**src/rtl/core/mpd_pkg.sv**
```systemverilog
`timescale 1ns / 1ps

package mpd_pkg;

	localparam int DIV_W  = 31;
	localparam int STEP_W = $clog2(DIV_W);
	localparam int VAL_W  = 31;
	localparam int EXP_W  = 16;
	localparam int NEED_W = 21;
	localparam int CNT_W  = 5;
	localparam int TD_W   = 16;
	localparam int SQ_W   = 32;

	typedef struct packed {
		logic             start;
		logic [DIV_W-1:0] dividend;
		logic [DIV_W-1:0] divisor;
	} div_req_t;

	typedef struct packed {
		logic             done;
		logic [DIV_W-1:0] quot;
		logic [DIV_W-1:0] rem;
	} div_rsp_t;

endpackage

```
**src/rtl/core/mpd_div.sv**
```systemverilog
`timescale 1ns / 1ps

module mpd_div (
	input  logic              clk,
	input  logic              arst_n,
	input  mpd_pkg::div_req_t req,
	output mpd_pkg::div_rsp_t rsp
);
	import mpd_pkg::*;

	localparam logic [STEP_W-1:0] LAST_STEP = STEP_W'(DIV_W - 1);

	logic              busy_q;
	logic              done_q;
	logic [STEP_W-1:0] step_q;
	logic [DIV_W-1:0]  quo_q;
	logic [DIV_W-1:0]  rem_q;
	logic [DIV_W-1:0]  dsr_q;
	logic [DIV_W:0]    shifted;
	logic [DIV_W:0]    diff;
	logic              fits;

	assign shifted = {rem_q, quo_q[DIV_W-1]};
	assign diff    = shifted - {1'b0, dsr_q};
	assign fits    = !diff[DIV_W];

	always_ff @(posedge clk or negedge arst_n) begin
		if (!arst_n) begin
			busy_q <= 1'b0;
			done_q <= 1'b0;
			step_q <= '0;
		end else if (req.start && !busy_q) begin
			busy_q <= 1'b1;
			done_q <= 1'b0;
			step_q <= '0;
		end else if (busy_q) begin
			step_q <= step_q + 1'b1;
			if (step_q == LAST_STEP) begin
				busy_q <= 1'b0;
				done_q <= 1'b1;
			end
		end else begin
			done_q <= 1'b0;
		end
	end

	always_ff @(posedge clk) begin
		if (req.start && !busy_q) begin
			quo_q <= req.dividend;
			rem_q <= '0;
			dsr_q <= req.divisor;
		end else if (busy_q) begin
			quo_q <= {quo_q[DIV_W-2:0], fits};
			rem_q <= fits ? diff[DIV_W-1:0] : shifted[DIV_W-1:0];
		end
	end

	assign rsp.done = done_q;
	assign rsp.quot = quo_q;
	assign rsp.rem  = rem_q;

endmodule

```
**src/rtl/core/min_power_divisibility_core.sv**
```systemverilog
`timescale 1ns / 1ps

// Least power of a value divisible by target_base ** target_exponent.
// Input channel (value, last_item) and result channel (item_ok, item_power,
// best_ok, best_power, set_done) use valid/stall; a transaction moves when
// valid is high and stall is low. One transaction is worked on at a time:
// value_stall is high from acceptance until the result is loaded into the
// output register, which may still hold the previous result while the next
// item runs. A result waits in the output register while result_stall is high.
// All arithmetic runs on one shared radix-2 divider. Per item: for every table
// prime with a nonzero need, (c + 2) divisions where c is how often the prime
// divides the value; a zero value needs no division, and an item whose value
// misses a prime stops at that prime. Worst case about 35 divisions.
// The first item after reset or after a register write first factors
// target_base by trial division: per candidate divisor up to the square root
// of the remaining cofactor, one division plus one more per factor found, at
// most ~46000 divisions. Reset restores target_base and target_exponent to 1,
// clears the running minimum and forces a new factoring. Registers:
// target_base at 0x0, target_exponent at 0x4; write only while idle.
module min_power_divisibility_core #(
	parameter int MAX_PRIMES = 16
) (
	input  logic        clk,
	input  logic        arst_n,
	input  logic        psel,
	input  logic        penable,
	input  logic        pwrite,
	input  logic [2:0]  paddr,
	input  logic [31:0] pwdata,
	output logic [31:0] prdata,
	output logic        pready,
	input  logic        value_valid,
	output logic        value_stall,
	input  logic [30:0] value,
	input  logic        last_item,
	output logic        result_valid,
	input  logic        result_stall,
	output logic        item_ok,
	output logic [20:0] item_power,
	output logic        best_ok,
	output logic [20:0] best_power,
	output logic        set_done
);
	import mpd_pkg::*;

	localparam int IDX_W = $clog2(MAX_PRIMES);
	localparam int PC_W  = $clog2(MAX_PRIMES + 1);
	localparam logic [PC_W-1:0] PC_MAX = PC_W'(MAX_PRIMES);

	typedef enum logic [8:0] {
		S_IDLE  = 9'b000000001,
		S_FINIT = 9'b000000010,
		S_FTEST = 9'b000000100,
		S_FDIV  = 9'b000001000,
		S_PINIT = 9'b000010000,
		S_PNEXT = 9'b000100000,
		S_PDIV  = 9'b001000000,
		S_CDIV  = 9'b010000000,
		S_EMIT  = 9'b100000000
	} state_t;

	typedef enum logic {
		REG_BASE = 1'b0,
		REG_EXP  = 1'b1
	} reg_t;

	state_t            state_q;
	logic [VAL_W-1:0]  base_q;
	logic [EXP_W-1:0]  exp_q;
	logic              table_ready_q;
	logic [VAL_W-1:0]  prime_q [MAX_PRIMES];
	logic [NEED_W-1:0] need_q [MAX_PRIMES];
	logic [PC_W-1:0]   pcount_q;
	logic [VAL_W-1:0]  rest_q;
	logic [TD_W-1:0]   d_q;
	logic [SQ_W-1:0]   sq_q;
	logic              mult_q;
	logic [NEED_W-1:0] acc_q;
	logic [VAL_W-1:0]  val_q;
	logic              last_q;
	logic [PC_W-1:0]   k_q;
	logic [CNT_W-1:0]  cnt_q;
	logic [NEED_W-1:0] power_q;
	logic              ok_q;
	logic [NEED_W-1:0] best_q;
	logic              found_q;
	logic              out_valid_q;
	logic              out_ok_q;
	logic [NEED_W-1:0] out_power_q;
	logic              out_best_ok_q;
	logic [NEED_W-1:0] out_best_q;
	logic              out_done_q;

	div_req_t          dreq;
	div_rsp_t          drsp;

	logic              cfg_wr;
	reg_t              cfg_reg;
	logic              in_take;
	logic              out_free;
	logic [IDX_W-1:0]  kidx;
	logic [IDX_W-1:0]  pidx;
	logic              store_en;
	logic [VAL_W-1:0]  store_p;
	logic [NEED_W-1:0] store_n;
	logic [NEED_W:0]   ceil_num;
	logic              upd;
	logic              nfound;
	logic [NEED_W-1:0] nbest;
	logic [NEED_W-1:0] qpow;

	mpd_div u_div (
		.clk    (clk),
		.arst_n (arst_n),
		.req    (dreq),
		.rsp    (drsp)
	);

	assign cfg_wr   = psel && penable && pwrite && pready;
	assign cfg_reg  = reg_t'(paddr[2]);
	assign pready   = 1'b1;
	assign in_take  = value_valid && !value_stall;
	assign out_free = !out_valid_q || !result_stall;
	assign kidx     = k_q[IDX_W-1:0];
	assign pidx     = pcount_q[IDX_W-1:0];
	assign ceil_num = {1'b0, need_q[kidx]} + (NEED_W+1)'(cnt_q) - 1'b1;
	assign qpow     = drsp.quot[NEED_W-1:0];

	assign upd    = ok_q && (!found_q || power_q < best_q);
	assign nfound = found_q || upd;
	assign nbest  = upd ? power_q : best_q;

	always_comb begin
		unique case (cfg_reg)
			REG_BASE: prdata = {1'b0, base_q};
			REG_EXP:  prdata = {16'd0, exp_q};
			default:  prdata = '0;
		endcase
	end

	always_comb begin
		dreq.start    = 1'b0;
		dreq.dividend = '0;
		dreq.divisor  = '0;
		unique case (state_q)
			S_FTEST: begin
				dreq.start    = sq_q <= {1'b0, rest_q};
				dreq.dividend = rest_q;
				dreq.divisor  = DIV_W'(d_q);
			end
			S_FDIV: begin
				dreq.start    = drsp.done && drsp.rem == '0;
				dreq.dividend = drsp.quot;
				dreq.divisor  = DIV_W'(d_q);
			end
			S_PNEXT: begin
				dreq.start    = k_q != pcount_q && need_q[kidx] != '0 && val_q != '0;
				dreq.dividend = val_q;
				dreq.divisor  = prime_q[kidx];
			end
			S_PDIV: begin
				if (drsp.rem == '0) begin
					dreq.start    = drsp.done;
					dreq.dividend = drsp.quot;
					dreq.divisor  = prime_q[kidx];
				end else begin
					dreq.start    = drsp.done && cnt_q != '0;
					dreq.dividend = DIV_W'(ceil_num);
					dreq.divisor  = DIV_W'(cnt_q);
				end
			end
			default: begin
				dreq.start = 1'b0;
			end
		endcase
	end

	always_comb begin
		store_en = 1'b0;
		store_p  = rest_q;
		store_n  = NEED_W'(exp_q);
		if (state_q == S_FTEST && sq_q > {1'b0, rest_q} && rest_q != VAL_W'(1)) begin
			store_en = 1'b1;
		end else if (state_q == S_FDIV && drsp.done && drsp.rem != '0 && mult_q) begin
			store_en = 1'b1;
			store_p  = VAL_W'(d_q);
			store_n  = acc_q;
		end
		store_en = store_en && pcount_q < PC_MAX;
	end

	always_ff @(posedge clk) begin
		if (store_en) begin
			prime_q[pidx] <= store_p;
			need_q[pidx]  <= store_n;
		end
	end

	always_ff @(posedge clk or negedge arst_n) begin
		if (!arst_n) begin
			state_q       <= S_IDLE;
			base_q        <= VAL_W'(1);
			exp_q         <= EXP_W'(1);
			table_ready_q <= 1'b0;
			pcount_q      <= '0;
			found_q       <= 1'b0;
			best_q        <= '0;
			out_valid_q   <= 1'b0;
			k_q           <= '0;
			cnt_q         <= '0;
			mult_q        <= 1'b0;
		end else begin
			if (cfg_wr) begin
				unique case (cfg_reg)
					REG_BASE: base_q <= pwdata[VAL_W-1:0];
					REG_EXP:  exp_q  <= pwdata[EXP_W-1:0];
					default:  base_q <= base_q;
				endcase
				table_ready_q <= 1'b0;
			end
			if (state_q == S_EMIT && out_free) begin
				out_valid_q <= 1'b1;
			end else if (!result_stall) begin
				out_valid_q <= 1'b0;
			end
			if (store_en) begin
				pcount_q <= pcount_q + 1'b1;
			end

			unique case (state_q)
				S_IDLE: begin
					if (in_take) begin
						state_q <= table_ready_q ? S_PINIT : S_FINIT;
					end
				end
				S_FINIT: begin
					pcount_q <= '0;
					mult_q   <= 1'b0;
					state_q  <= S_FTEST;
				end
				S_FTEST: begin
					if (sq_q <= {1'b0, rest_q}) begin
						state_q <= S_FDIV;
					end else begin
						table_ready_q <= 1'b1;
						state_q       <= S_PINIT;
					end
				end
				S_FDIV: begin
					if (drsp.done) begin
						if (drsp.rem == '0) begin
							mult_q <= 1'b1;
						end else begin
							mult_q  <= 1'b0;
							state_q <= S_FTEST;
						end
					end
				end
				S_PINIT: begin
					k_q     <= '0;
					state_q <= S_PNEXT;
				end
				S_PNEXT: begin
					cnt_q <= '0;
					if (k_q == pcount_q) begin
						state_q <= S_EMIT;
					end else if (need_q[kidx] == '0 || val_q == '0) begin
						k_q <= k_q + 1'b1;
					end else begin
						state_q <= S_PDIV;
					end
				end
				S_PDIV: begin
					if (drsp.done) begin
						if (drsp.rem == '0) begin
							cnt_q <= cnt_q + 1'b1;
						end else if (cnt_q == '0) begin
							state_q <= S_EMIT;
						end else begin
							state_q <= S_CDIV;
						end
					end
				end
				S_CDIV: begin
					if (drsp.done) begin
						k_q     <= k_q + 1'b1;
						state_q <= S_PNEXT;
					end
				end
				S_EMIT: begin
					if (out_free) begin
						found_q <= last_q ? 1'b0 : nfound;
						best_q  <= last_q ? '0 : nbest;
						state_q <= S_IDLE;
					end
				end
				default: begin
					state_q <= S_IDLE;
				end
			endcase
		end
	end

	always_ff @(posedge clk) begin
		if (in_take) begin
			val_q  <= value;
			last_q <= last_item;
		end
		unique case (state_q)
			S_FINIT: begin
				rest_q <= (base_q == '0) ? VAL_W'(1) : base_q;
				d_q    <= TD_W'(2);
				sq_q   <= SQ_W'(4);
				acc_q  <= '0;
			end
			S_FDIV: begin
				if (drsp.done) begin
					if (drsp.rem == '0) begin
						rest_q <= drsp.quot;
						acc_q  <= acc_q + NEED_W'(exp_q);
					end else begin
						d_q   <= d_q + 1'b1;
						sq_q  <= sq_q + SQ_W'({d_q, 1'b1});
						acc_q <= '0;
					end
				end
			end
			S_PINIT: begin
				power_q <= '0;
				ok_q    <= 1'b1;
			end
			S_PNEXT: begin
				if (k_q != pcount_q && need_q[kidx] != '0 && val_q == '0
					&& power_q < NEED_W'(1)) begin
					power_q <= NEED_W'(1);
				end
			end
			S_PDIV: begin
				if (drsp.done && drsp.rem != '0 && cnt_q == '0) begin
					ok_q <= 1'b0;
				end
			end
			S_CDIV: begin
				if (drsp.done && qpow > power_q) begin
					power_q <= qpow;
				end
			end
			S_EMIT: begin
				if (out_free) begin
					out_ok_q      <= ok_q;
					out_power_q   <= ok_q ? power_q : '0;
					out_best_ok_q <= nfound;
					out_best_q    <= nfound ? nbest : '0;
					out_done_q    <= last_q;
				end
			end
			default: begin
			end
		endcase
	end

	assign value_stall  = state_q != S_IDLE;
	assign result_valid = out_valid_q;
	assign item_ok      = out_ok_q;
	assign item_power   = out_power_q;
	assign best_ok      = out_best_ok_q;
	assign best_power   = out_best_q;
	assign set_done     = out_done_q;

	a_emit_source: assert property (@(posedge clk) disable iff (!arst_n)
		$rose(result_valid) |-> $past(state_q == S_EMIT))
		else $error("result appeared without a finished computation");

	a_item_zero: assert property (@(posedge clk) disable iff (!arst_n)
		result_valid && !item_ok |-> item_power == '0)
		else $error("item_power set on a value without answer");

	a_best_bound: assert property (@(posedge clk) disable iff (!arst_n)
		result_valid && item_ok |-> best_ok && best_power <= item_power)
		else $error("running minimum exceeds the item answer");

	a_best_zero: assert property (@(posedge clk) disable iff (!arst_n)
		result_valid && !best_ok |-> best_power == '0)
		else $error("best_power set while no answer in set");

endmodule

```
**config.mk**
```make
export PLATFORM = sky130hd
export DESIGN_NAME = min_power_divisibility_core
export DESIGN_NICKNAME = d
export VERILOG_FILES = /design/src/rtl/core/mpd_pkg.sv /design/src/rtl/core/mpd_div.sv /design/src/rtl/core/min_power_divisibility_core.sv
export SDC_FILE = /design/constraint.sdc
export NUM_CORES = 2
export LEC_CHECK = 0
export BUFFER_PORTS_ARGS = -buffer_cell sky130_fd_sc_hd__clkbuf_2
export CORE_MARGIN = 8
export CORE_UTILIZATION = 55
export CTS_BUF_LIST = sky130_fd_sc_hd__clkbuf_16
export CTS_CLUSTER_SIZE = 14
export DETAILED_ROUTE_END_ITERATION = 16
export GPL_TIMING_DRIVEN = 1
export PLACE_DENSITY = 0.77
export SKIP_CTS_REPAIR_TIMING = 1
export SLEW_MARGIN = 15
export SYNTH_ARGS = -nofsm -noshare
export SYNTH_HDL_FRONTEND = slang
export SYNTH_SLANG_ARGS = --single-unit
export TNS_END_PERCENT = 1
```
**constraint.sdc**
```tcl
create_clock -name clk -period 16.3 [get_ports clk]
set_input_delay 0.815 -clock clk [delete_from_list [all_inputs] [get_ports clk]]
set_output_delay 0.815 -clock clk [all_outputs]
set_load 0.1 [all_outputs]
```
[Yosys cells after proc, flatten, opt, wreduce, memory -nomap -nowiden]
Memory sizes are Yosys's and may differ from the RTL's.
Index checks and enable logic that the tools add are counted.
W data, S select, Z words.
Word-level totals
  output and inout bits: 80
  flip-flop bits (word level): 395
  word-level logic and storage cells: 214
  bits in writable memories: 832
  bits of input ports: 74
  memories kept: 2
Cells by class
  bitwise gates (word level): 1
  reduce and logical (&&, ||, !) cells: 58
  add/subtract/negate cells: 10
  equal/unequal tests: 33
  mux-type cells: 74
  $lt $le $gt $ge: 6
Memory list
  prime_q: depth 16, width 31, rd ports 1, clocked after Yosys merged registers in 0, write ports 1, line min_power_divisibility_core.sv:71  | logic [VAL_W-1:0] prime_q [MAX_PRIMES];
  need_q: depth 16, width 21, rd ports 1, clocked after Yosys merged registers in 0, write ports 1, line min_power_divisibility_core.sv:72  | logic [NEED_W-1:0] need_q [MAX_PRIMES];
Operators with widths (number)
  $mux W31: 8
  $pmux W62 S4: 1
  $mux W21: 8
  $pmux W32 S2: 2
  $logic_not A31 Y1: 3
  $mux W9: 10
  $pmux W9 S9: 1
  $mux W32: 2
  $mux W63: 1
  $pmux W21 S3: 1
  $pmux W31 S2: 1
  $reduce_bool A31 Y1: 2
  $mux W5: 11
  $pmux W21 S2: 1
  $add A32 B17 Y32: 1
  $gt A32 B31 Y1: 1
  $le A32 B31 Y1: 1
  $mux W16: 2
  $pmux W16 S2: 1
  $sub A32 B31 Y32: 1
  $ne A31 B1 Y1 const B: 1
  $add A21 B5 Y22: 1
  $ne A2 B2 Y1 const B: 11
  $sub A22 B1 Y22 const B: 1
  41 further kinds: 109

[Longest topological paths before layout]
  depth after elaboration: 9
  mapped depth: 19
  gate-level depth less buffers: 17

[Hierarchy]
Synthesis repeated with hierarchy kept, for this count alone.
Unflattened totals
  cells, all modules: 3625
  area, all modules: 55365.6 um2
Modules (own cells, without submodules)
  min_power_divisibility_core: instances 1, cells an instance 3094, area an instance 49775.2 um2
  mpd_div: instances 1, cells an instance 531, area an instance 5590.4 um2

[Least setup slack after synthesis]
OpenSTA, ideal clock, no wires.
  path type: register -> register
  start point: register state_q[3]
  end point: memory need_q[3][0] (enable)
  buffers on the path: 1
  slack: 9.686 ns
  clock period less this slack: 6.614 ns
  data arrival time: 6.089 ns
  stages on the path, launching flop included: 9
  cells stage by stage: dfrtp_1 -> nor4_1 -> nor3b_1 -> and3_1 -> clkbuf_1 -> nand2_1 -> o32ai_1 -> nand2_1 -> nor3_1
Between the ends
  cells in the longest elaborated chain, start to end: 9
  elaborated cells between the ends (all ways): 12
  those cells by class: 2 x eq/ne; 4 x mux; 6 x reduce/logical
RTL lines
  start, declared: line min_power_divisibility_core.sv:67  | state_t state_q;
  start signal, assigned: line min_power_divisibility_core.sv:233  | state_q <= table_ready_q ? S_PINIT : S_FINIT;
  $eq A9 B4 Y1: line min_power_divisibility_core.sv:184  | end else if (state_q == S_FDIV && drsp.done && drsp.rem != '0 && mult_q) begin
  $logic_and A1 B1 Y1 (3 in series): line min_power_divisibility_core.sv:184
  $mux W1: line min_power_divisibility_core.sv:184
  $mux W1 (*): line min_power_divisibility_core.sv:182  | if (state_q == S_FTEST && sq_q > {1'b0, rest_q} && rest_q != VAL_W'(1)) begin
  $logic_and A1 B1 Y1 (*): line min_power_divisibility_core.sv:189  | store_en = store_en && pcount_q < PC_MAX;
  $mux W1 (*): line min_power_divisibility_core.sv:193  | if (store_en) begin
  $mux W1 (not written as such) (*): line min_power_divisibility_core.sv:195  | need_q[pidx] <= store_n;
  end, declared: line min_power_divisibility_core.sv:72
Mark *: on every way between the ends. The rest lies on a longest branch, timed or not.

[Worst setup path after layout]
  start point: register k_q[1]
  end point: register u_div.quo_q[21], data pin
Between the ends
  cells in the longest elaborated chain, start to end: 7
  elaborated cells between the ends (all ways): 12
  those cells by class: 2 x add/sub; 1 x eq/ne; 4 x mux; 4 x reduce/logical; 1 x memory
RTL lines
  start, declared: line min_power_divisibility_core.sv:81  | logic [PC_W-1:0] k_q;
  start signal, assigned: line min_power_divisibility_core.sv:268  | k_q <= k_q + 1'b1;
  start signal, assigned: line min_power_divisibility_core.sv:286  | k_q <= k_q + 1'b1;
  branches (longest 6 deep; another with $add A21 B5 Y22)
  $mux W31 (*): line mpd_div.sv:48  | if (req.start && !busy_q) begin
  end signal, assigned: line mpd_div.sv:49  | quo_q <= req.dividend;
  end signal, assigned: line mpd_div.sv:53  | quo_q <= {quo_q[DIV_W-2:0], fits};
  end, declared: line mpd_div.sv:16  | logic [DIV_W-1:0] quo_q;
Mark *: on every way between the ends. The select of a mux whose other input is x is not followed.
A chain may end at the register's enable or synchronous reset.

==> impl_metrics.ini <==
[logic_synthesis]
synth_edf_count = 1093
syn_inst = 3574
yosys.area.top_type = edfxtp_1
synthDistinctLibCells = 80
netlist_area_um2 = 55180
seq_area_frac_synth_pct = 65.28
async_flop_share_pct = 8.394
synth_nets = 3829
ys_ff_latch = 1227
yosysTopAreaCellShare_pct = 59.48
ys.warnings.count = 0
avgSynthCellArea_um2 = 15.44
synth.area.top_cells = edfxtp_1 59%, mux4_2 11%, dfrtp_1 4.5%
dominantRegCellSynth = edfxtp_1

[timing]
slew_headroom_pct = 22.15
setup_tns_ps = 0
worstMarginPinSlew_ps = 1166
slew_viol_final = 0
finalCritPeriodShare_pct = 41.07
final_hold_viol_count = 0
max_freq_ghz = 0.1494
worst_clock_skew_ps = 32.39
whs_ps = 109.1
rsz0062_at_grt = false
setup_viol = 0
fin_crit_ps = 6694

[finish]
final_common_cell = edfxtp_1
largest_reg_flops = 496
final_cell_mix = 1093 x edfxtp_1, 260 x mux4_2, 251 x nand2_1
area_delta_synth_final_pct = 11.28
reg_top3 = prime_q: 496 flops, need_q: 336 flops, sq_q: 32 flops
final_layout_size_suffix_gt1_share_pct = 20.23
regMostFlops = prime_q
fillers = 6923
final_cells = 5159
finalNetCount = 4014

[global_routing]
antenna_found_initial = 7
grt_max_degree = 101
grt_pass1_vias = 33230
grt_use_total_pct = 25.17
grt_pass1_wl_um = 211900
grt-ovfl-total = 0

[critical_path]
end_kind = flop
path_cells = buf_4 -> buf_4 -> mux4_2 -> mux4_2 -> inv_1 -> ha_1 -> inv_1 -> ha_1 -> inv_1 -> fa_1 -> nor2b_1 -> o2111ai_1 -> and4b_1 -> o41ai_1 -> a211oi_1 -> o41ai_1 -> xnor2_1 -> o21ai_0 -> mux2_4
critical_path_arrival_ps = 7160
path_class = reg2reg
cp_max_fo = 70
critPathLaunchType = flop
crit_top_cell = inv_1
max_stage_delay_ps = 870
cpMaxStageDelayCell = buf_4
worstPathRequired_ps = 16770

[placed_design]
dp_cells = 4936
gp_congestion = 0.9387
dpl.hpwl_um = 83970
port_buffers = 148

[pwr]
ir_drop_mv = 0.1035
total_power_mw = 7.960
p_leak_nw = 21.62
powerDensity_nw_per_um2 = 129.6

[cts]
clk_pin_slew_ps = 60
cts_tree = yes
clockBufferDepth = 3
cts_made_buffers = 119
root_buffer = clkbuf_16
cts.sink_count = 1227
clk_latency_ps = 730
htreeDepth = 3

[floorplan]
die_w_um = 332.8
dieArea_um2 = 110700
start_util_pct = 55.34
coreArea_um2 = 99710
io_pins = 154
die_h_um = 332.8
rows = 116

[detailed_routing]
wl_per_cell_um = 27.53
drc = 0
drt_iter0_markers = 4798
vias = 33110
wl_um = 142000
vias_per_cell = 6.418
ant_nets = 0
drtPass1Iterations = 6

[job]
cap_violations = 0

[worst_hold_path]
hp-class = in2async

[outcome]
status = finished clean
-- critical path, delay by kind of cell, from the launching register on --
kind	cells	cell delay [ps]
fa+ha+maj	3	770
xor+xnor	1	180
flops	1	650
compound gates	5	1510
simple gates	2	390
mux	3	1020
buf+inv	5	1810
-- power breakdown --
part | switching [mW] | total (mW) | leakage (nW) | internal, mW
logic | 0.880 | 1.32 | 8.20 | 0.444
registers | 0.218 | 3.97 | 11.4 | 3.75
clock network | 1.20 | 2.67 | 1.97 | 1.46
total | 2.30 | 7.96 | 21.6 | 5.66
-- layout make-up --
cell class / instances / area, µm² / area share [%]
Multi-Input combinational cell: 2000 / 18010 / 29.32
Clock inverter: 102 / 740.7 / 1.206
Sequential cell: 1227 / 36040 / 58.69
Inverter: 196 / 735.7 / 1.198
Tap cell: 1298 / 1624 / 2.645
Antenna cell: 1 / 2.502 / 0.004075
Clock buffer: 120 / 3003 / 4.890
Timing Repair Buffer: 215 / 1259 / 2.050
-- per-layer routing --
metal	part of all wire [%]	vias up	track usage (%)
li1	-	14210	-
met1	38	16630	33.59
met2	48	1913	41.62
met3	9.7	362	4.175
met4	4.2	0	9.824
met5	0	-	0
-- per-stage QoR --
step	utilization (%)	setup WS, ps	instance area [µm²]
after floorplan	-	9686	55180
after global placement	57.82	9776	57660
after detailed placement	57.82	9669	57660
after CTS	61.58	9636	61400
after global routing	61.59	9196	61410
final	61.59	9606	61410
-- final timing paths --
kind / start / to / slack (ps) / cells after the start
max: k_q[1] / u_div.quo_q[21] / 9610 / 19
min: arst_n / base_q[23] / 110 / 1
max reg2reg: k_q[1] / u_div.quo_q[21] / 9610 / 19
min reg2reg: table_ready_q / state_q[1] / 480 / 1
max in group asynchronous: arst_n / k_q[1] / 14880 / 2
min in group clk: value[6] / val_q[6] / 270 / 1
-- cell usage after synthesis, types with 20 or more instances --
cell type and number:
a22o_1 27, nand2_1 251, dfxtp_1 31, and3_1 20
dfrtp_1 100, a31oi_1 23, a21o_1 38, ha_1 177
xnor2_1 59, clkbuf_1 101, nand4_1 42, inv_1 195
nor3_1 43, and2_1 46, nor2b_1 49, mux2i_1 52
edfxtp_1 1093, buf_1 34, nor2_1 201, mux4_2 260
nor4_1 41, mux2_2 95, xor2_1 44, nand3_1 39
o21ai_0 136, a21oi_1 98
-- kinds of logic (layout without fill, tap and decap cells) --
group / after synthesis / after routing / synth area share, %
other: 2 / 3 / 0.01361
adders and majority gates: 181 / 181 / 4.158
muxes: 408 / 408 / 13.52
DFF: 1227 / 1227 / 65.28
buffers and inverters: 347 / 633 / 2.460
xor gates and xnor gates: 103 / 103 / 1.635
and+or+nand+nor: 804 / 804 / 7.033
AOI/OAI and AO/OA: 502 / 502 / 5.900
Power figures use the tool's default switching activity.
